## src/hw/rtl/jetp_pkg.sv

```systemverilog
package jetp_pkg;

    // Fixed-point format and field widths
    localparam int FRAC_BITS = 28;
    localparam int DIM_BITS  = 12;
    localparam int SCR_W     = DIM_BITS + 1;
    localparam int CNT_W     = 16;
    localparam int C_W       = 30;
    localparam int STEP_W    = 31;
    localparam int CFG_W     = 31;
    localparam int CFG_IDX_W = 3;

    // z holds [-8, 8) in signed fixed point
    localparam int Z_W    = FRAC_BITS + 4;
    localparam int PROD_W = 2 * Z_W;
    // squares saturate at 16.0
    localparam int SQ_W   = Z_W + 1;
    // magnitude of x*y after the fraction shift
    localparam int XY_W   = PROD_W - 1 - FRAC_BITS;
    // working width of the z update sums
    localparam int SUM_W  = XY_W + 3;

    localparam logic signed [Z_W-1:0] Z_MAX = {1'b0, {(Z_W-1){1'b1}}};
    localparam logic signed [Z_W-1:0] Z_MIN = {1'b1, {(Z_W-1){1'b0}}};

    // Register indexes
    localparam logic [CFG_IDX_W-1:0] CFG_C_REAL   = 3'd0;
    localparam logic [CFG_IDX_W-1:0] CFG_C_IMAG   = 3'd1;
    localparam logic [CFG_IDX_W-1:0] CFG_STEP_X   = 3'd2;
    localparam logic [CFG_IDX_W-1:0] CFG_STEP_Y   = 3'd3;
    localparam logic [CFG_IDX_W-1:0] CFG_MAX_ITER = 3'd4;
    localparam logic [CFG_IDX_W-1:0] CFG_ORIGIN_X = 3'd5;
    localparam logic [CFG_IDX_W-1:0] CFG_ORIGIN_Y = 3'd6;

    typedef struct packed {
        logic [DIM_BITS-1:0] col;
        logic [DIM_BITS-1:0] row;
    } t_pix_in;

    typedef struct packed {
        logic [SCR_W-1:0] screen_col;
        logic [SCR_W-1:0] screen_row;
        logic [CNT_W-1:0] iteration_count;
    } t_pix_out;

    typedef struct packed {
        logic signed [C_W-1:0] c_real;
        logic signed [C_W-1:0] c_imag;
        logic [STEP_W-1:0]     step_x;
        logic [STEP_W-1:0]     step_y;
        logic [CNT_W-1:0]      max_iter;
        logic [DIM_BITS-1:0]   origin_x;
        logic [DIM_BITS-1:0]   origin_y;
    } t_cfg;

    // One mapped pixel waiting for the iteration unit
    typedef struct packed {
        logic signed [Z_W-1:0] x0;
        logic signed [Z_W-1:0] y0;
        logic [SCR_W-1:0]      scol;
        logic [SCR_W-1:0]      srow;
    } t_job;

    localparam t_cfg CFG_RESET = '{
        c_real:   '0,
        c_imag:   '0,
        step_x:   31'd4194304,
        step_y:   31'd4194304,
        max_iter: 16'd256,
        origin_x: '0,
        origin_y: '0
    };

endpackage

```

## src/hw/rtl/jetp_front.sv

```systemverilog
module jetp_front (
    input  logic             i_clk,
    input  logic             i_rst_n,
    input  logic             i_start,
    output logic             o_busy,
    input  jetp_pkg::t_pix_in i_pix,
    input  jetp_pkg::t_cfg   i_cfg,
    output logic             o_push,
    output jetp_pkg::t_job   o_job,
    input  logic             i_full
);
    import jetp_pkg::*;

    localparam int MAP_W = DIM_BITS + STEP_W + 1;
    localparam logic signed [MAP_W-1:0] MAP_TWO = MAP_W'(2) << FRAC_BITS;

    logic    r_vld;
    logic    n_vld;
    t_pix_in r_pix;
    logic    accept;

    // Map a window coordinate to -2 + d*step, saturated to the z range
    function automatic logic signed [Z_W-1:0] map_z(input logic [DIM_BITS-1:0] d,
                                                     input logic [STEP_W-1:0] s);
        logic [DIM_BITS+STEP_W-1:0] prod;
        logic signed [MAP_W-1:0]    sum;
        prod = (DIM_BITS+STEP_W)'(d) * (DIM_BITS+STEP_W)'(s);
        sum  = $signed({1'b0, prod}) - MAP_TWO;
        if (sum > MAP_W'(Z_MAX)) begin
            map_z = Z_MAX;
        end else if (sum < MAP_W'(Z_MIN)) begin
            map_z = Z_MIN;
        end else begin
            map_z = sum[Z_W-1:0];
        end
    endfunction

    // Hold the beat while the queue is full
    assign o_busy = r_vld & i_full;
    assign o_push = r_vld & ~i_full;
    assign accept = i_start & ~o_busy;
    assign n_vld  = accept | o_busy;

    always_ff @(posedge i_clk) begin
        if (!i_rst_n) begin
            r_vld <= 1'b0;
        end else begin
            r_vld <= n_vld;
        end
    end

    always_ff @(posedge i_clk) begin
        if (accept) begin
            r_pix <= i_pix;
        end
    end

    // Start point and screen position
    always_comb begin
        o_job.x0   = map_z(r_pix.col, i_cfg.step_x);
        o_job.y0   = map_z(r_pix.row, i_cfg.step_y);
        o_job.scol = {1'b0, r_pix.col} + {1'b0, i_cfg.origin_x};
        o_job.srow = {1'b0, r_pix.row} + {1'b0, i_cfg.origin_y};
    end

endmodule

```

## config.mk

```make
export PLATFORM = sky130hd
export DESIGN_NAME = jetp_front
export DESIGN_NICKNAME = d
export VERILOG_FILES = /design/src/hw/rtl/jetp_pkg.sv /design/src/hw/rtl/jetp_front.sv
export SDC_FILE = /design/constraint.sdc
export NUM_CORES = 2
export LEC_CHECK = 0
export BUFFER_PORTS_ARGS = -buffer_cell sky130_fd_sc_hd__buf_2
export CORE_MARGIN = 8
export CORE_UTILIZATION = 55
export CTS_BUF_LIST = sky130_fd_sc_hd__clkbuf_8
export DETAILED_ROUTE_END_ITERATION = 10
export PLACE_DENSITY = 0.8
export SLEW_MARGIN = 10
export SYNTH_ARGS = -nofsm -noshare
export SYNTH_HDL_FRONTEND = slang
export SYNTH_SLANG_ARGS = --single-unit
```

## constraint.sdc

```tcl
create_clock -name i_clk -period 9.6 [get_ports i_clk]
set_clock_uncertainty 0.2 [all_clocks]
set_input_delay 0.48 -clock i_clk [delete_from_list [all_inputs] [get_ports i_clk]]
set_output_delay 0.48 -clock i_clk [all_outputs]
set_load 0.1 [all_outputs]
```

== Yosys cells after proc, flatten, opt, wreduce, memory -nomap -nowiden ==
Index checks and enable logic that the tools add are counted.
Operators by class
  add/subtract/negate cells: 4
  multipliers: 2
  $lt $le $gt $ge: 4
  mux-type cells: 4
  bitwise logic cells: 6
Operator list (number)
  32-bit 2-to-1 mux: 4
  44-bit by 32-bit greater-than comparator with 1-bit output, second input constant: 2
  44-bit by 32-bit less-than comparator with 1-bit output, second input constant: 2
  43-bit by 30-bit subtractor with 44-bit output, second input constant: 2
  12-bit by 31-bit multiplier with 43-bit output: 2
  12-bit by 12-bit adder with 13-bit output: 2
  1-bit bitwise AND: 3
  1-bit inverter: 2
  1-bit OR: 1
Word-level totals
  flip-flop bits (word level): 25
  input bits: 190
  output and inout bits: 92

== Longest topological paths before layout ==
  depth in word-level cells: 5
  mapped depth: 25
  depth with buffers taken out: 22

== Worst setup path before layout ==
OpenSTA, ideal clock, no wires.
  kind: input to output
  start point: in i_cfg[77] in the netlist's numbering
  end point: out o_job[74] in the netlist's numbering
  arrival time: 7911 ps
  required time: 8920 ps
  slack: 1009 ps
  cell stages on the path: 23
  cells stage by stage: clkbuf_1 nand2_1 fa_1 inv_1 fa_1 fa_1 fa_1 inv_1 fa_1 inv_1 ha_1 clkbuf_1 and3_1 nor2b_1 a211oi_1 a21boi_0 o21ai_1 xnor2_1 nand4_1 nor4_1 a41oi_1 clkbuf_1 o21ai_0
RTL lines
  start: declaration: line jetp_front.sv:7  | input jetp_pkg::t_cfg i_cfg,
  end: declaration: line jetp_front.sv:9  | output jetp_pkg::t_job o_job,

==> results.txt <==
outcome: complete, no violations
area leader, netlist: fa_1
Post-DRT Antenna Nets: 0
M2 GR Usage: 0.448
register area share after synthesis: 0.0273
Hold Path Depth: 1
Startpoint Class: flip-flop
clock buffer count from CTS: 3
Crit. path cell count: 22
initial antenna violation count: 7
period utilisation layout: 0.954
depth of the CTS H-tree: 1
Critical Path Source: r_pix[22]$_DFFE_PP_
pre-CTS setup slack: 1.13 ns
area of the multi-input gates: 22600 um^2
clock sink count: 25
critical path type: flip-flop to output pin
DRC Markers: 0
max incr delay on CP: 1.17 ns
prevailing post-synth register cell: edfxtp_1
final worst slack: 0.437 ns
most common cell after layout, fill and taps aside: inv_1
DIE WIDTH: 238 um
GR met1 Demand/Resource: 0.306
CP Data Arrival Time: 8.48 ns
nets: 4375
top post-synthesis cells by area: fa_1 (43%), ha_1 (12%), inv_1 (11%)
commonest non-fill, non-tap cells in the layout: inv_1 (795), nand2_1 (619), fa_1 (582), ha_1 (264), and2_1 (210)
row cnt: 81
GR peak layer: met2
GRT Total Usage: 0.257
Post-synth EDFFs: 24
Hold Crit Start: i_pix[12]
post-synthesis xor/xnor area fraction: 0.0285
Port Buffers: 205
Hold Vio Cnt, Final: 0
Mapped Area: 27100 um^2
Worst EP required: 8.92 ns
Die ar.: 56600 um^2
RePlAce Congestion: 0.946
Synth top area share: 0.430
WHS: 0.0732 ns
pin count of the biggest net entering global routing: 33
post-synth cell types: 77
clock latency on the worst-skew pair: 0.31 ns
compound-cell area share of the yosys netlist: 0.0859
CTS tree: done
Reg area: 741 um^2
RSZ-0062 raised after global routing: false
Clock transition at path regs: 0.18 ns
# hold bufs at CTS: 0
first-pass GRT wire length: 118000 um
I/O pins: 282
chip height: 238 um
Max-slew headroom: 0.118
Root Buffer: clkbuf_8
vias in the first global route: 23900
Post-Synthesis Cells: 3275
Max Fclk: 109 MHz
adder-cell share of the synthesized area: 0.552
wire length per cell: 17.6 um
Fill cells: 4269
syn_nets: 4311
CP Capture Type: output pin
core area: 48700 um^2
share of cells above drive strength 1: 0.0818
clock buffer depth: 2
Least-Margin Pin Slew: 1.32 ns
Max Cap Viol: 0
final setup fails: 0
drt first-iter violations: 1313
crit path time final: 9.16 ns
vias: 22000
Syn Area/Cell: 8.27 um^2
CP Cell Sequence: nand2_1 -> fa_1 -> fa_1 -> inv_1 -> fa_1 -> fa_1 -> inv_1 -> fa_1 -> inv_1 -> ha_1 -> and3_1 -> nor2b_1 -> a221oi_1 -> o22ai_1 -> o21ai_0 -> nand2b_1 -> xnor2_1 -> nor4_1 -> a41oi_2 -> buf_4 -> o31ai_1 -> buf_2
YS warnings: 0
main combinational cell family by area after synthesis: adder cells
CP max-delay cell: edfxtp_1
starting density of the core: 0.556
Post-synth ARST share: 0
Final Max Tran Viols: 0
R2R Setup Slk: 7.67 ns
Post-CTS Repair Setup Buffers: 0
Layout area overhead: 5.12%
vias per inst: 5.50
Hold/Removal Path Class: input pin to flip-flop
grt ovf: 0
FF-to-FF path depth: 2
Fin Setup TNS: 0 ns
post-synthesis mux area share: 0.000370
Crit Reg-Reg Startpoint: r_vld$_SDFF_PN0_
worst-path fanout max: 32
drt total wl: 70500 um
hpwl dp: 59000 um
met3 GRT Util: 0.0625
crit path buf inv count: 5
post_cts resized: 0
most used cell, CP: fa_1
Synth Area in Simple Gates: 0.166
Seq cells post-synth: 25
Top delay family on crit path: adder cells
drt pass-1 iters: 7
-- registers in the layout, summed over array words and instances, names as in the netlist --
signal  cells
r_pix      24
r_vld       1
-- final timing paths --
kind / end
max: o_job[81]
min: r_pix[12]$_DFFE_PP_
max reg2reg: r_pix[17]$_DFFE_PP_
min reg2reg: r_vld$_SDFF_PN0_
-- area by class of cell --
type                    instances  area share
diodes                          2    0.000176
clock buffers                   3     0.00145
clock inverters                 1    0.000132
inverters                     794       0.105
multi-input cells            2276       0.793
flip-flops and latches         25      0.0260
well taps                     664      0.0292
repair buffers                239      0.0450
-- synthesized netlist by cell type (10+ instances only) --
library cell and instances:
nand2_1 619, xor2_1 30, nor2_1 54, nor3_1 10, nand4_1 23, xnor2_1 58, fa_1 582, edfxtp_1 24
and2_1 210, o21ai_0 73, a21oi_1 87, clkbuf_1 161, buf_6 13, a31oi_1 12, inv_1 794, nand3_1 17
a21o_1 63, ha_1 264, a211oi_1 10, o21ai_1 18
-- stage by stage --
step	instances	util	cell area [um^2]
6_report	4004	0.584	28500
2_1_floorplan	3275	-	27100
4_1_cts	4002	0.584	28500
3_3_place_gp	3998	0.583	28400
3_5_place_dp	3998	0.583	28400
5_1_grt	4002	0.584	28500
-- logic make-up after synthesis --
group,after synthesis
fa+ha+maj,846
buf+inv,974
mux,1
xor+xnor,88
flops,25
compound gates,357
simple gates,984
-- layer usage --
| layer | vias to the layer above | routed length, um |
|---|---|---|
| met4 | 10 | 2860 |
| met1 | 11000 | 26600 |
| li1 | 9905 | - |
| met5 | - | 61 |
| met3 | 199 | 6840 |
| met2 | 951 | 34200 |
Power is not shown: default switching activity piles up to over one toggle a cycle in this logic, so the estimate is an artifact.
