==> src/hw/rtl/jetp_pkg.sv <==
package jetp_pkg;

    // Fixed-point format and field widths
    localparam int FRAC_BITS = 28;
    localparam int DIM_BITS  = 12;
    localparam int SCR_W     = DIM_BITS + 1;
    localparam int CNT_W     = 16;
    localparam int C_W       = 30;
    localparam int STEP_W    = 31;
    localparam int CFG_W     = 31;
    localparam int CFG_IDX_W = 3;

    // z holds [-8, 8) in signed fixed point
    localparam int Z_W    = FRAC_BITS + 4;
    localparam int PROD_W = 2 * Z_W;
    // squares saturate at 16.0
    localparam int SQ_W   = Z_W + 1;
    // magnitude of x*y after the fraction shift
    localparam int XY_W   = PROD_W - 1 - FRAC_BITS;
    // working width of the z update sums
    localparam int SUM_W  = XY_W + 3;

    localparam logic signed [Z_W-1:0] Z_MAX = {1'b0, {(Z_W-1){1'b1}}};
    localparam logic signed [Z_W-1:0] Z_MIN = {1'b1, {(Z_W-1){1'b0}}};

    // Register indexes
    localparam logic [CFG_IDX_W-1:0] CFG_C_REAL   = 3'd0;
    localparam logic [CFG_IDX_W-1:0] CFG_C_IMAG   = 3'd1;
    localparam logic [CFG_IDX_W-1:0] CFG_STEP_X   = 3'd2;
    localparam logic [CFG_IDX_W-1:0] CFG_STEP_Y   = 3'd3;
    localparam logic [CFG_IDX_W-1:0] CFG_MAX_ITER = 3'd4;
    localparam logic [CFG_IDX_W-1:0] CFG_ORIGIN_X = 3'd5;
    localparam logic [CFG_IDX_W-1:0] CFG_ORIGIN_Y = 3'd6;

    typedef struct packed {
        logic [DIM_BITS-1:0] col;
        logic [DIM_BITS-1:0] row;
    } t_pix_in;

    typedef struct packed {
        logic [SCR_W-1:0] screen_col;
        logic [SCR_W-1:0] screen_row;
        logic [CNT_W-1:0] iteration_count;
    } t_pix_out;

    typedef struct packed {
        logic signed [C_W-1:0] c_real;
        logic signed [C_W-1:0] c_imag;
        logic [STEP_W-1:0]     step_x;
        logic [STEP_W-1:0]     step_y;
        logic [CNT_W-1:0]      max_iter;
        logic [DIM_BITS-1:0]   origin_x;
        logic [DIM_BITS-1:0]   origin_y;
    } t_cfg;

    // One mapped pixel waiting for the iteration unit
    typedef struct packed {
        logic signed [Z_W-1:0] x0;
        logic signed [Z_W-1:0] y0;
        logic [SCR_W-1:0]      scol;
        logic [SCR_W-1:0]      srow;
    } t_job;

    localparam t_cfg CFG_RESET = '{
        c_real:   '0,
        c_imag:   '0,
        step_x:   31'd4194304,
        step_y:   31'd4194304,
        max_iter: 16'd256,
        origin_x: '0,
        origin_y: '0
    };

endpackage

==> src/hw/rtl/jetp_queue.sv <==
module jetp_queue #(
    parameter int DEPTH = 2
) (
    input  logic           i_clk,
    input  logic           i_rst_n,
    input  logic           i_push,
    input  jetp_pkg::t_job i_job,
    output logic           o_full,
    input  logic           i_pop,
    output logic           o_empty,
    output jetp_pkg::t_job o_job
);
    import jetp_pkg::*;

    localparam int Q_PTR_W = $clog2(DEPTH);
    localparam int Q_CNT_W = $clog2(DEPTH + 1);

    t_job               r_mem [DEPTH];
    logic [Q_PTR_W-1:0] r_wptr;
    logic [Q_PTR_W-1:0] r_rptr;
    logic [Q_CNT_W-1:0] r_cnt;
    logic [Q_PTR_W-1:0] n_wptr;
    logic [Q_PTR_W-1:0] n_rptr;
    logic [Q_CNT_W-1:0] n_cnt;

    function automatic logic [Q_PTR_W-1:0] ptr_inc(input logic [Q_PTR_W-1:0] p);
        ptr_inc = (p == Q_PTR_W'(DEPTH - 1)) ? '0 : p + 1'b1;
    endfunction

    assign o_full  = (r_cnt == Q_CNT_W'(DEPTH));
    assign o_empty = (r_cnt == '0);
    assign o_job   = r_mem[r_rptr];

    // Advance pointers and fill count
    always_comb begin
        n_wptr = i_push ? ptr_inc(r_wptr) : r_wptr;
        n_rptr = i_pop ? ptr_inc(r_rptr) : r_rptr;
        n_cnt  = r_cnt;
        if (i_push && !i_pop) begin
            n_cnt = r_cnt + 1'b1;
        end else if (!i_push && i_pop) begin
            n_cnt = r_cnt - 1'b1;
        end
    end

    always_ff @(posedge i_clk) begin
        if (!i_rst_n) begin
            r_wptr <= '0;
            r_rptr <= '0;
            r_cnt  <= '0;
        end else begin
            r_wptr <= n_wptr;
            r_rptr <= n_rptr;
            r_cnt  <= n_cnt;
        end
    end

    always_ff @(posedge i_clk) begin
        if (i_push) begin
            r_mem[r_wptr] <= i_job;
        end
    end

endmodule

==> config.mk <==
export PLATFORM = sky130hd
export DESIGN_NAME = jetp_queue
export DESIGN_NICKNAME = d
export VERILOG_FILES = /design/src/hw/rtl/jetp_pkg.sv /design/src/hw/rtl/jetp_queue.sv
export SDC_FILE = /design/constraint.sdc
export NUM_CORES = 1
export LEC_CHECK = 0
export BUFFER_PORTS_ARGS = -buffer_cell sky130_fd_sc_hd__buf_2
export CAP_MARGIN = 20
export CORE_MARGIN = 2
export CORE_UTILIZATION = 55
export DETAILED_ROUTE_END_ITERATION = 12
export GPL_ROUTABILITY_DRIVEN = 0
export PLACE_DENSITY = 0.83
export SLEW_MARGIN = 20
export SYNTH_ARGS = -nofsm -noshare
export SYNTH_HDL_FRONTEND = slang
export SYNTH_SLANG_ARGS = --single-unit
==> constraint.sdc <==
create_clock -name i_clk -period 9.87 [get_ports i_clk]
set_input_delay 2.961 -clock i_clk [delete_from_list [all_inputs] [get_ports i_clk]]
set_output_delay 2.961 -clock i_clk [all_outputs]
set_load 0.03 [all_outputs]
# After elaboration in Yosys (flattened, before gate mapping)
# Memory sizes are Yosys's and may differ from the RTL's. A register that Yosys moved wholly into a read port is not among the register bits.
# Cells that the tools add are included.
# word_totals
wordCells	23
reg_bits	4
mem_bits_rw	180
inputBits	94
output_inout_bits	92
memories	1
# memory_table
name	depth	word_bits	read_ports	rd_clocked_by_memory_dff	wr	line_no	source
r_mem	2	90	1	1	1	jetp_queue.sv:18	t_job r_mem [DEPTH];
# op_classes
n_eq_ne	1
muxes	8
n_addsub	4
n_reduce_logical	6
# ops
cell	n
$mux W1	6
$mux W2	2
$add A1 B1 Y1 const B	2
$add A2 B1 Y2 const B	1
$eq A2 B2 Y1 const B	1
$logic_and A1 B1 Y1	2
$logic_not A1 Y1	2
$logic_not A2 Y1	1
$reduce_bool A2 Y1	1
$sub A2 B1 Y2 const B	1

# Longest topological paths before layout
# Gate-level depths: netlist of the first run.
# depth
ltp_word	4
mapped_depth	5
depth_no_buf	5

# Worst setup path after synthesis of the first run
# OpenSTA, ideal clock, no wires.
# synth_timing
path_type	input port to flip-flop
from	in i_push
to	mem r_mem[0][0] (netlist bit) (enable)
n_path_buf	0
t_required_ns	9.319
path_stages	1
arrival_ns	6.917
setup_ns	0.551
setup_slack_ns	2.402
path_cell_list	nor2b_1
# synth_between
elab_chain_cells	2
# synth_rtl
element	line_no	source
from (decl)	jetp_queue.sv:6	input logic i_push,
$mux W1	jetp_queue.sv:59	if (i_push) begin
$mux W1 (implied by the code)	jetp_queue.sv:60	r_mem[r_wptr] <= i_job;
to (decl)	jetp_queue.sv:18	
# No other way between the ends.

==> results.txt, run 1 <==
The number of instances resized during post-cts repair came out at 0. The count of nets left with antenna violations after detail routing came out at 0. The mean post-synth cell area is 22.34 sq um. The maximum frequency from static timing analysis came out at 198.8 MHz. By area the synthesized netlist is led by edfxtp_1, mux2_2, buf_6.

In this run the post-CTS setup repair buffer count came out at 0. The maximum vdd drop is 0.1271 mV. The net switching component of the power is 425.3 uW. The Yosys step of the flow raised 0 warnings. The cell at the root of the clock tree is clkbuf_16. For this run, the leading register cell type out of synthesis is edfxtp_1.

The worst hold path cell count came out at 2. The number of vias per cell after detailed routing is 5.159. The die width came out at 114.8 microns.

The cell area power density is 216.0 nW/um^2. The number of max-slew violations in the final report came out at 0. Across every metal layer, demand over resource in global routing totals 0.1765. The cell count after synthesis came out at 302. The hold-fix buffer count after cts is 0. The area of the die is 13170 sq um.

The total placed instance area is 7776 sq um. The first global-routing pass estimated 17100 microns of wire. The number of nets in the final layout is 594.

Setup repair after global routing left no endpoint under its margin. Counting every net in the synthesized netlist gives 397. The netlist area before placement is 6746 sq um. Among all stages on the critical path, the largest delay is contributed by dfxtp_4. The delay of the slowest critical-path stage is 0.72 ns. After detailed routing, the average wire length per cell comes to 17.28 microns. Summed over all failing endpoints, the final setup total negative slack is 0 ns.

The number of max-capacitance violations reported came out at 0. The H-tree depth is 4. The run finished with clean final reports. Counting flops and latches in the post-synthesis netlist gives 185. The number of buffer and inverter instances along the worst setup path is 2. The floorplan step defined a core boundary enclosing 12010 sq um. The DRC violation count after routing is 0.

The normalized max-slew margin is 0.3524. The signal on the critical path passes through buf_12 -> mux2_2 -> buf_2. The clock input transition at the sequential cells of the worst setup and hold paths came out at 0.06 ns. The share of total power dissipated in sequential elements is 0.510. Summing over every cut layer, the via total after detailed routing is 3400. The top fanout value on the critical path came out at 47. The area added between synthesis and finish came out at 24.31%. The post-layout minimum cycle time came out at 5.030 ns. TritonCTS built the clock tree. In this run the count of I/O pins placed on the die edge is 186. After the first detailed-routing iteration, the DRC count stood at 255. The total clock buffers created by CTS is 17.

The final routed wirelength across all metal layers is 11390 microns. The share of the core filled with cells in the final layout is 0.6982. Global routing finished with a remaining overflow of 0. The required time of the worst setup path is 6.91 ns. STA puts the critical path data arrival time at 2.07 ns.

The longest clock path from root to sink contains 2 buffers. The dominant delay contributor by cell family on the critical path is flip-flops. At the pin with the least slew margin, the transition time is 0.9714 ns.

The count of buffers added on input and output ports is 185. The number of distinct library cell variants in the gate-level netlist after synthesis came out at 17. The HPWL reported at the end of detailed placement came out at 7127 microns. Setup violations remaining at the end of the flow were counted as 0. The clock latency reported for the late side of the worst-skew pair is 0.42 ns. The switching power share of the total came out at 0.2348.

The startpoint class of the critical path is a flip-flop. Entering global routing, the biggest net connects 91 pins. The share of flip-flops with an asynchronous set or reset is 0.

The number of sinks handled by clock tree synthesis came out at 185. The height of the chip is 114.8 microns. The number of antenna violations at the first check in global routing is 0. The effective utilization at floorplan came out at 0.5617. Of the post-synthesis cell area, the dominant cell type holds 0.8012. The portion of total power attributed to combinational logic came out at 0.124. The total internal power came out at 1386 uW.

The number of cells on the critical path is 3. The number of hold violations in the final report came out at 0. The maximum clock skew at final layout came out at 0.004948 ns. The final cycle utilization of the critical path is 0.5096. The layout cell share with drive strength beyond 1 came out at 0.6016. In this run, synthesis inferred 180 flip-flops with an integrated enable. The sequential fraction of the synthesis area came out at 0.8160.

The class of the worst hold path is reg -> reg. The number of cell instances on the worst register-to-register path is 2. The worst setup path category is reg -> out. The synthesized design spends more area on one cell type than any other, namely edfxtp_1. The finished cells cover 8387 sq um. The antenna diode count is 0. STA classifies the critical path endpoint as a primary output.

The number of global-route vias before repair is 3499. The count of TritonRoute iterations in the first routing pass came out at 4. The portion of total power attributed to the clock network is 0.365.

The site row count is 40. The static leakage power is 0.003153 uW.
Yosys cell counts (2+ instances only):
| master | number |
|---|---|
| and2_1 | 4 |
| nor2b_1 | 2 |
| buf_6 | 9 |
| mux2_2 | 90 |
| xor2_1 | 2 |
| dfxtp_1 | 5 |
| edfxtp_1 | 180 |
cells in the final DEF (no fill, tap or decap), types with 2 or more instances in the layout:
cell / instances
buf_2: 185
edfxtp_1: 180
mux2_2: 90
clkbuf_16: 17
clkinv_1: 4
dfxtp_1: 4
and2_1: 3
bufinv_16: 3
clkinvlp_4: 3
clkinv_4: 3
xor2_1: 2
clkbuf_1: 2
sequential cells by signal, summed over array words and instances (netlist names), named ones only:
register  cells
r_wptr        1
r_rptr        1
r_cnt         2
r_mem       180
tightest hold or removal path, delay by kind of cell, from the launching register on:
family / cells / cell delay (ns)
AO/OA/AOI/OAI: 2 / 0.13
flip-flops: 1 / 0.33
layout make-up:
type                       instances  area [sq um]
sequential                       185          5509
clock buffer                      19         432.9
timing repair buffer             188         964.7
fill                             766          3625
tap                              147         183.9
clock inverter                    13         153.9
multi-input combinational        106          1139
inverter                           1         3.754
layer usage:
metal / global-route usage / vias up / part of all wire
li1: - / 1590 / -
met1: 0.1952 / 1650 / 0.38
met2: 0.2931 / 136 / 0.51
met3: 0.07696 / 24 / 0.086
met4: 0.08835 / 0 / 0.023
met5: 0 / - / 0
kinds of logic (layout without fill, tap and decap cells):
logic type	Yosys count	after routing	share of synthesized area
and+or+nand+nor	9	9	0.008345
muxes	90	90	0.1502
adders and majority gates	1	1	0.001854
DFF	185	185	0.8160
xor gates and xnor gates	3	3	0.003895
AOI/OAI and AO/OA	3	3	0.002967
buffers and inverters	11	221	0.01669
worst paths after layout:
path	from	to	slack, ns
worst max-delay path	flip-flop	o_job[28]	4.84
worst min-delay path	r_cnt[1]$_SDFFE_PN0P_	r_cnt[1]$_SDFFE_PN0P_	0.51
worst max register to register	r_wptr$_SDFFE_PN0P_	r_mem[0][14]$_DFFE_PP_	7.79
worst min register to register	r_cnt[1]$_SDFFE_PN0P_	r_cnt[1]$_SDFFE_PN0P_	0.51
through the flow:
| stage | hold WS [ns] | power, uW | worst slack [ns] | std cells |
|---|---|---|---|---|
| after CTS | 0.5191 | 1829 | 4.661 | 658 |
| final | 0.5108 | 1812 | 4.840 | 659 |
| after global routing | 0.5380 | 1869 | 4.720 | 659 |
| after global placement | 0.4799 | 1160 | 5.056 | 626 |
| after detailed placement | 0.5049 | 1168 | 4.988 | 626 |
| after floorplan | 0.4662 | 1102 | 2.402 | 302 |
power by group through the flow:
stage	Combinational, uW	Clock (uW)	Sequential [uW]
detailed placement	218	0	949
floorplan	167	0	935
global placement	215	0	946
CTS	220	676	932
finish	225	662	925
global route	240	700	929
(Power assumes the default switching activity.)
==> inputs of run 2 (changes only) <==
CORE_UTILIZATION = 47   (was 55)
PLACE_DENSITY = 0.76   (was 0.83)
clock period = 4.2 ns   (was 9.87 ns; I/O delays follow)
==> run 2 against run 1 <==
  * Via count up 1.1%
  * Combinational power rose by 140%
  * Count of clock-buffer cells in the layout fell by 1
  * Core utilization shrank 9.2 points
  * Worst hold slack gained 0.015 ns
  * Die area increased by 16%
  * Sequential share of layout area decreased by 0.47 points
  * Critical path depth stayed put
  * Global-route usage decreased by 1.7 points
  * Routed wire length up 5.7%
  * Power is 140% higher
  * Critical path type unchanged
  * Largest power group unchanged
==> results.txt, run 2 (synthesis gave the netlist of run 1 again) <==
The portion of total power attributed to combinational logic is 0.126. The startpoint class of the critical path is a flip-flop. The average detailed-routed wire length per instance came out at 17.42 microns. The total internal power came out at 3258 uW. Derived from the worst setup path, the maximum achievable clock frequency is 300.5 MHz. The clock input transition at the sequential cells of the worst setup and hold paths came out at 0.06 ns. The global-route congestion overflow total came out at 0.

The area added between synthesis and finish came out at 25.20%. The hold-fix buffer count after cts is 0. The switching power share of the total came out at 0.2370.

The worst setup path is of the reg -> out kind. The number of cell instances on the worst register-to-register path came out at 2. The normalized max-slew margin came out at 0.5683. The critical-path cell with the highest stage delay is dfxtp_4. The floorplan step defined a die boundary enclosing 15330 sq um.

In this run, post-CTS repair resized a total of 0 instances. The post-layout minimum cycle time came out at 3.328 ns. The die width is 123.8 microns. The number of max-slew violations in the final report is 0. The effective utilization at floorplan is 0.4842. Leaving out fill and tap cells, the most frequent cell in the layout is buf_2. The clock latency reported for the late side of the worst-skew pair is 0.42 ns.

The number of flip-flops in the largest register came out at 180. The largest registers in the layout are r_mem x180, r_cnt x2. The count of TritonRoute iterations in the first routing pass is 4. r_mem holds more flip-flops than any other register. The global-route wire length before repair came out at 17730 microns.

The final cycle utilization of the critical path is 0.7925. The area of the core region is 13930 sq um. The maximum buffer depth of the clock tree is 2. Final hold analysis gives a worst-case slack of 0.5257 ns. In this run the worst setup path terminates at o_job[7]. The net switching component of the power is 1012 uW. The pin count of the biggest net entering global routing is 84. Detailed placement finished with a half-perimeter wire length of 7782 microns.

The number of hold violations in the final report came out at 0. In the final layout, the share of cells above drive strength 1 is 0.6067. The reg-to-reg endpoint is r_mem[1][41]$_DFFE_PP_. The number of max-capacitance violations reported is 0. Data arrives at the worst endpoint at 2.07 ns.

The count of nets left with antenna violations after detail routing came out at 0. The final routed wirelength across all metal layers came out at 12040 microns. For the pin with the worst max-slew slack, the measured transition is 0.6475 ns. The maximum vdd drop is 0.3133 mV.

Setup repair after global routing left no endpoint under its margin. In the layout the commonest cells are buf_2, edfxtp_1, mux2_2, clkbuf_16. The run finished with clean final reports.

The portion of total power attributed to the clock network came out at 0.366. The height of the chip is 123.8 microns. The total number of vias is 3437. The total placed instance area is 7863 sq um. CTS placed an instance of clkbuf_16 at the clock tree root. 186 I/O pins were placed. The DRC violation count after routing is 0.

TritonCTS built the clock tree. The share of the core filled with cells in the final layout is 0.6062. The number of setup violations in the final report is 0.

Among cell families on the critical path, the largest total delay comes from flip-flops. The analysis attributes to cell leakage a power of 0.003159 uW. In this run the number of cells on the critical path is 3. The number of buffer and inverter instances along the worst setup path is 2. The worst flop-to-flop path startpoint is r_wptr$_SDFFE_PN0P_. Dividing the detail-routed via count by the number of cells gives 4.974. The total clock buffers created by CTS came out at 17. The sequential cell fraction of total power is 0.509. After the first detailed-routing iteration, the DRC count stood at 246. The cell area power density is 505.5 nW/um^2.

The repair_antennas step left the layout with diodes totalling 0. The number of antenna violations at the first check in global routing came out at 2. Of all nets on the critical path, the largest fanout is 49. The class of the worst hold path is reg -> reg. The H-tree depth is 4. The number of global-route vias before repair was 3557. The largest single stage delay on the critical path is 0.71 ns. The number of buffers added on ports came out at 185. The worst reg-to-reg setup slack is 2.50 ns. The critical path goes through buf_12 -> mux2_2 -> buf_2. The number of sinks handled by clock tree synthesis is 185. The required time of the worst setup path is 2.94 ns. STA classifies the critical path endpoint as a primary output. The number of nets in the final layout is 594. The floorplan has 43 rows. The maximum clock skew at final layout is 0.008839 ns.

The aggregate negative setup slack came out at 0 ns. The global-route total usage across every layer is 0.1593. The post-CTS setup buffer count came out at 0.

After routing the design area is 8447 sq um.
-- run 2: changes by cell type in the layout (fill, tap and decap cells not counted), sizes merged --
cell,delta
clkbuf,-1
clkinv,-1
clkinvlp,+1
-- run 2: worst min-delay path, cell delays in order (launching register included) --
cell and delay, ns:
dfxtp_1 0.33, o21ai_0 0.09, a21boi_1 0.06
-- run 2: layer usage --
metal  track usage  up-vias  share of wire
li1              -     1589              -
met1        0.1888     1675           0.40
met2        0.2593      142           0.50
met3       0.05632       27          0.076
met4       0.07813        4          0.020
met5             0        -         0.0023
-- run 2: stage by stage --
stage,total power [uW],instances,setup slack (ns)
finish,4270,691,0.8717
global route,4428,691,0.7379
CTS,4320,691,0.8168
detailed placement,2754,660,1.282
global placement,2738,660,1.291
floorplan,2586,302,0.1343
-- run 2: worst min-delay path by stage --
stage	start	to	slack [ns]	depth (start not counted)
4_1_cts	r_cnt[1]$_SDFFE_PN0P_	r_cnt[1]$_SDFFE_PN0P_	0.53	2
6_report	r_cnt[1]$_SDFFE_PN0P_	r_cnt[1]$_SDFFE_PN0P_	0.53	2
2_1_floorplan	r_cnt[1]$_SDFFE_PN0P_	r_cnt[1]$_SDFFE_PN0P_	0.47	2
3_3_place_gp	r_cnt[1]$_SDFFE_PN0P_	r_cnt[1]$_SDFFE_PN0P_	0.48	2
5_1_grt	r_cnt[1]$_SDFFE_PN0P_	r_cnt[1]$_SDFFE_PN0P_	0.54	2
3_5_place_dp	r_cnt[1]$_SDFFE_PN0P_	r_cnt[1]$_SDFFE_PN0P_	0.52	2
-- run 2: final cells by class --
class                   instances  area, sq um
flip-flops and latches        185         5509
fillers                      1023         5488
multi-input cells             106         1139
repair buffers                188        985.9
clock buffers                  18        429.2
well taps                     180        225.2
clock inverters                13        155.1
inverters                       1        3.754
-- run 2: power groups by stage --
stage / sequential [uW] / combinational [uW] / clock (uW)
after global placement: 2210 / 532 / 0
after floorplan: 2190 / 393 / 0
after global routing: 2180 / 571 / 1680
final: 2170 / 537 / 1560
after detailed placement: 2210 / 542 / 0
after CTS: 2170 / 545 / 1600
==> inputs of run 3 (changes only) <==
CORE_UTILIZATION = 52   (was 47)
PLACE_DENSITY = 0.79   (was 0.76)
clock period = 3.1 ns   (was 4.2 ns; I/O delays follow)
==> run 3 against run 2 <==
  * Combinational power increased by 39%
  * Global-route usage increased by 1.7 points
  * Worst setup slack worse by 0.60 ns
  * Count of clock-buffer cells in the layout did not move
  * Register-to-register slack got worse by 0.86 ns
  * Critical path depth unchanged
  * Flip-flop and latch count unchanged
  * Clock power up 40%
==> results.txt, run 3 (synthesis gave the netlist of run 1 again) <==
The run finished with clean final reports. Ranked by flip-flop count, first place goes to r_mem. The transition time of the tightest slew-check pin came out at 0.6946 ns. The total overflow left after global routing is 0.

STA classifies the critical path startpoint as a flip-flop. In the final layout, the registers with the most flip-flops are r_mem x180, r_cnt x2. The DRC violation count after routing came out at 0. The worst path in the final design needs a cycle of 2.833 ns, including I/O delays and setup. Of the total power, registers draw 0.500. The dominant delay contributor by cell family on the critical path is flip-flops.

For this run, the slowest stage of the critical path takes 0.61 ns. The worst setup path category is reg -> out. The number of setup violations in the final report came out at 0.

The clock reaches the later pin of the worst-skew pair after 0.42 ns. The worst register-to-register path begins at r_wptr$_SDFFE_PN0P_. The maximum clock skew at final layout came out at 0.006460 ns. The area of the core region came out at 12620 sq um. The endpoint identified for the worst register-to-register timing path is r_mem[1][69]$_DFFE_PP_. The portion of total power attributed to combinational logic is 0.127. The total internal power is 4501 uW. Of the cells placed in the final design, the portion with a size suffix greater than 1 is 0.6117. The class of the worst hold path is reg -> reg. The area added between synthesis and finish came out at 25.80%. The endpoint class of the critical path is a primary output.

The worst register-to-register path has a depth of 2. The number of hold buffers added after CTS was 0. Setup repair after global routing left no endpoint under its margin. The area of the die came out at 13900 sq um. TritonCTS built the clock tree. For this design the ratio of total power to cell area is 691.6 nW/um^2. The number of buffers added on ports is 185. The portion of total power attributed to the clock network came out at 0.373. Across every metal layer, demand over resource in global routing totals 0.1759. The number of global-route vias before repair came out at 3700. The average detailed-routed wire length per instance is 17.59 microns. The number of max-capacitance violations reported came out at 0. The switching power share of the total came out at 0.2331. The number of max-slew violations in the final report is 0. In this run, post-CTS repair resized a total of 0 instances. The required time of the worst setup path came out at 2.17 ns. Across all register-to-register paths, the minimum setup slack is 1.64 ns.

The number of antenna violations at the first check in global routing came to 2. The initial utilization of the core area, before any placement, comes to 0.5346. The number of flip-flops in the largest register came out at 180. The site row count came out at 41.

CTS saw 185 sinks. The startpoint identified for the worst hold timing path is r_rptr$_SDFFE_PN0P_. The number of buffer and inverter instances along the worst setup path came out at 2. Counting the fill cells in the layout gives 881. The floorplan step set the die height to 117.9 microns. The final cycle utilization of the critical path is 0.9138. Derived from the worst setup path, the maximum achievable clock frequency is 353.0 MHz. The area of the multi-input gates is 1139 sq um. The net switching component of the power came out at 1368 uW. The number of hold violations in the final report came out at 0. The number of nets in the final layout came out at 597. The violation count after the first detailed-route iteration is 248. On the critical path, the stage with the largest delay is an instance of dfxtp_4. The clock input transition at the sequential cells of the worst setup and hold paths came out at 0.06 ns. Walking the worst path, the cells encountered are buf_12 -> mux2_2 -> buf_2. The first TritonRoute pass finished after 4 iterations.

The top fanout value on the critical path is 38. The clock passes through at most 2 buffers. The worst hold path cell count came out at 2. The data arrival time of the worst path came out at 1.90 ns. After clock tree synthesis, the setup repair step added 0 buffers.

The pin count of the biggest net entering global routing came out at 53. The total number of vias came out at 3458. The maximum vdd drop came out at 0.4479 mV. The worst hold path terminates at r_rptr$_SDFFE_PN0P_.

The cell at the root of the clock tree is clkbuf_16. At the placement stage, the worst setup path has a slack of 0.6923 ns. After detailed routing, the total wire length is 12100 microns. The total clock buffers created by CTS came out at 17. The library cell used most frequently in the layout, excluding fill and tap cells, is buf_2. The number of I/O pins came out at 186. The footprint of the flip-flops and latches came out at 5509 sq um. The global-route wire length before repair is 18490 microns. The analysis attributes to cell leakage a power of 0.003194 uW.

The normalized max-slew margin came out at 0.5369. The post-route worst setup slack is 0.2671 ns. The H-tree depth is 4. The HPWL reported at the end of detailed placement is 7976 microns. In the routed layout, each cell is associated on average with a via count of 5.026. In the layout the commonest cells are buf_2, edfxtp_1, mux2_2, clkbuf_16, clkinv_2. The count of nets left with antenna violations after detail routing came out at 0.

The die width came out at 117.9 microns. The aggregate negative setup slack came out at 0 ns.
-- run 3: cell type report --
class / count / area share
Antenna cell: 1 / 0.0002949
Timing Repair Buffer: 191 / 0.1188
Sequential cell: 185 / 0.6491
Inverter: 1 / 0.0004423
Clock inverter: 14 / 0.02123
Clock buffer: 18 / 0.05057
Tap cell: 172 / 0.02536
Multi-Input combinational cell: 106 / 0.1342
-- run 3: worst min-delay path: cells and delay by family (launching register included) --
kind             cells  cell delay [ns]
flip-flops           1             0.33
XOR/XNOR             1             0.07
AND/OR/NAND/NOR      1             0.15
-- run 3: metrics by stage --
stage | total power (uW) | instances | hold WS [ns] | util | instance area (sq um)
global route | 6053 | 687 | 0.6127 | 0.6723 | 8484
detailed placement | 3739 | 655 | 0.5503 | 0.6240 | 7875
finish | 5870 | 688 | 0.5889 | 0.6725 | 8487
CTS | 5921 | 687 | 0.5951 | 0.6723 | 8484
global placement | 3717 | 655 | 0.4764 | 0.6240 | 7875
floorplan | 3500 | 302 | 0.4662 | - | 6755
-- run 3: worst max-delay path by stage --
stage | from | end | cells after the start
floorplan | i_push | r_mem[0][0]$_DFFE_PP_ | 1
global placement | flip-flop | o_job[9] | 3
detailed placement | flip-flop | o_job[9] | 3
CTS | flip-flop | o_job[9] | 3
global route | flip-flop | o_job[8] | 3
finish | flip-flop | o_job[2] | 3
-- run 3: metal layers --
layer	vias to the layer above	GRT usage	share of wire
met5	-	0	0.0011
met4	2	0.08509	0.022
met3	23	0.06298	0.072
met2	130	0.2925	0.51
met1	1705	0.2029	0.39
li1	1598	-	-
-- run 3: power groups by stage --
stage	Clock [uW]	Sequential [uW]	Combinational (uW)
3_3_place_gp	0	2980	735
5_1_grt	2320	2950	784
6_report	2190	2940	744
4_1_cts	2230	2940	752
3_5_place_dp	0	2990	748
2_1_floorplan	0	2970	533
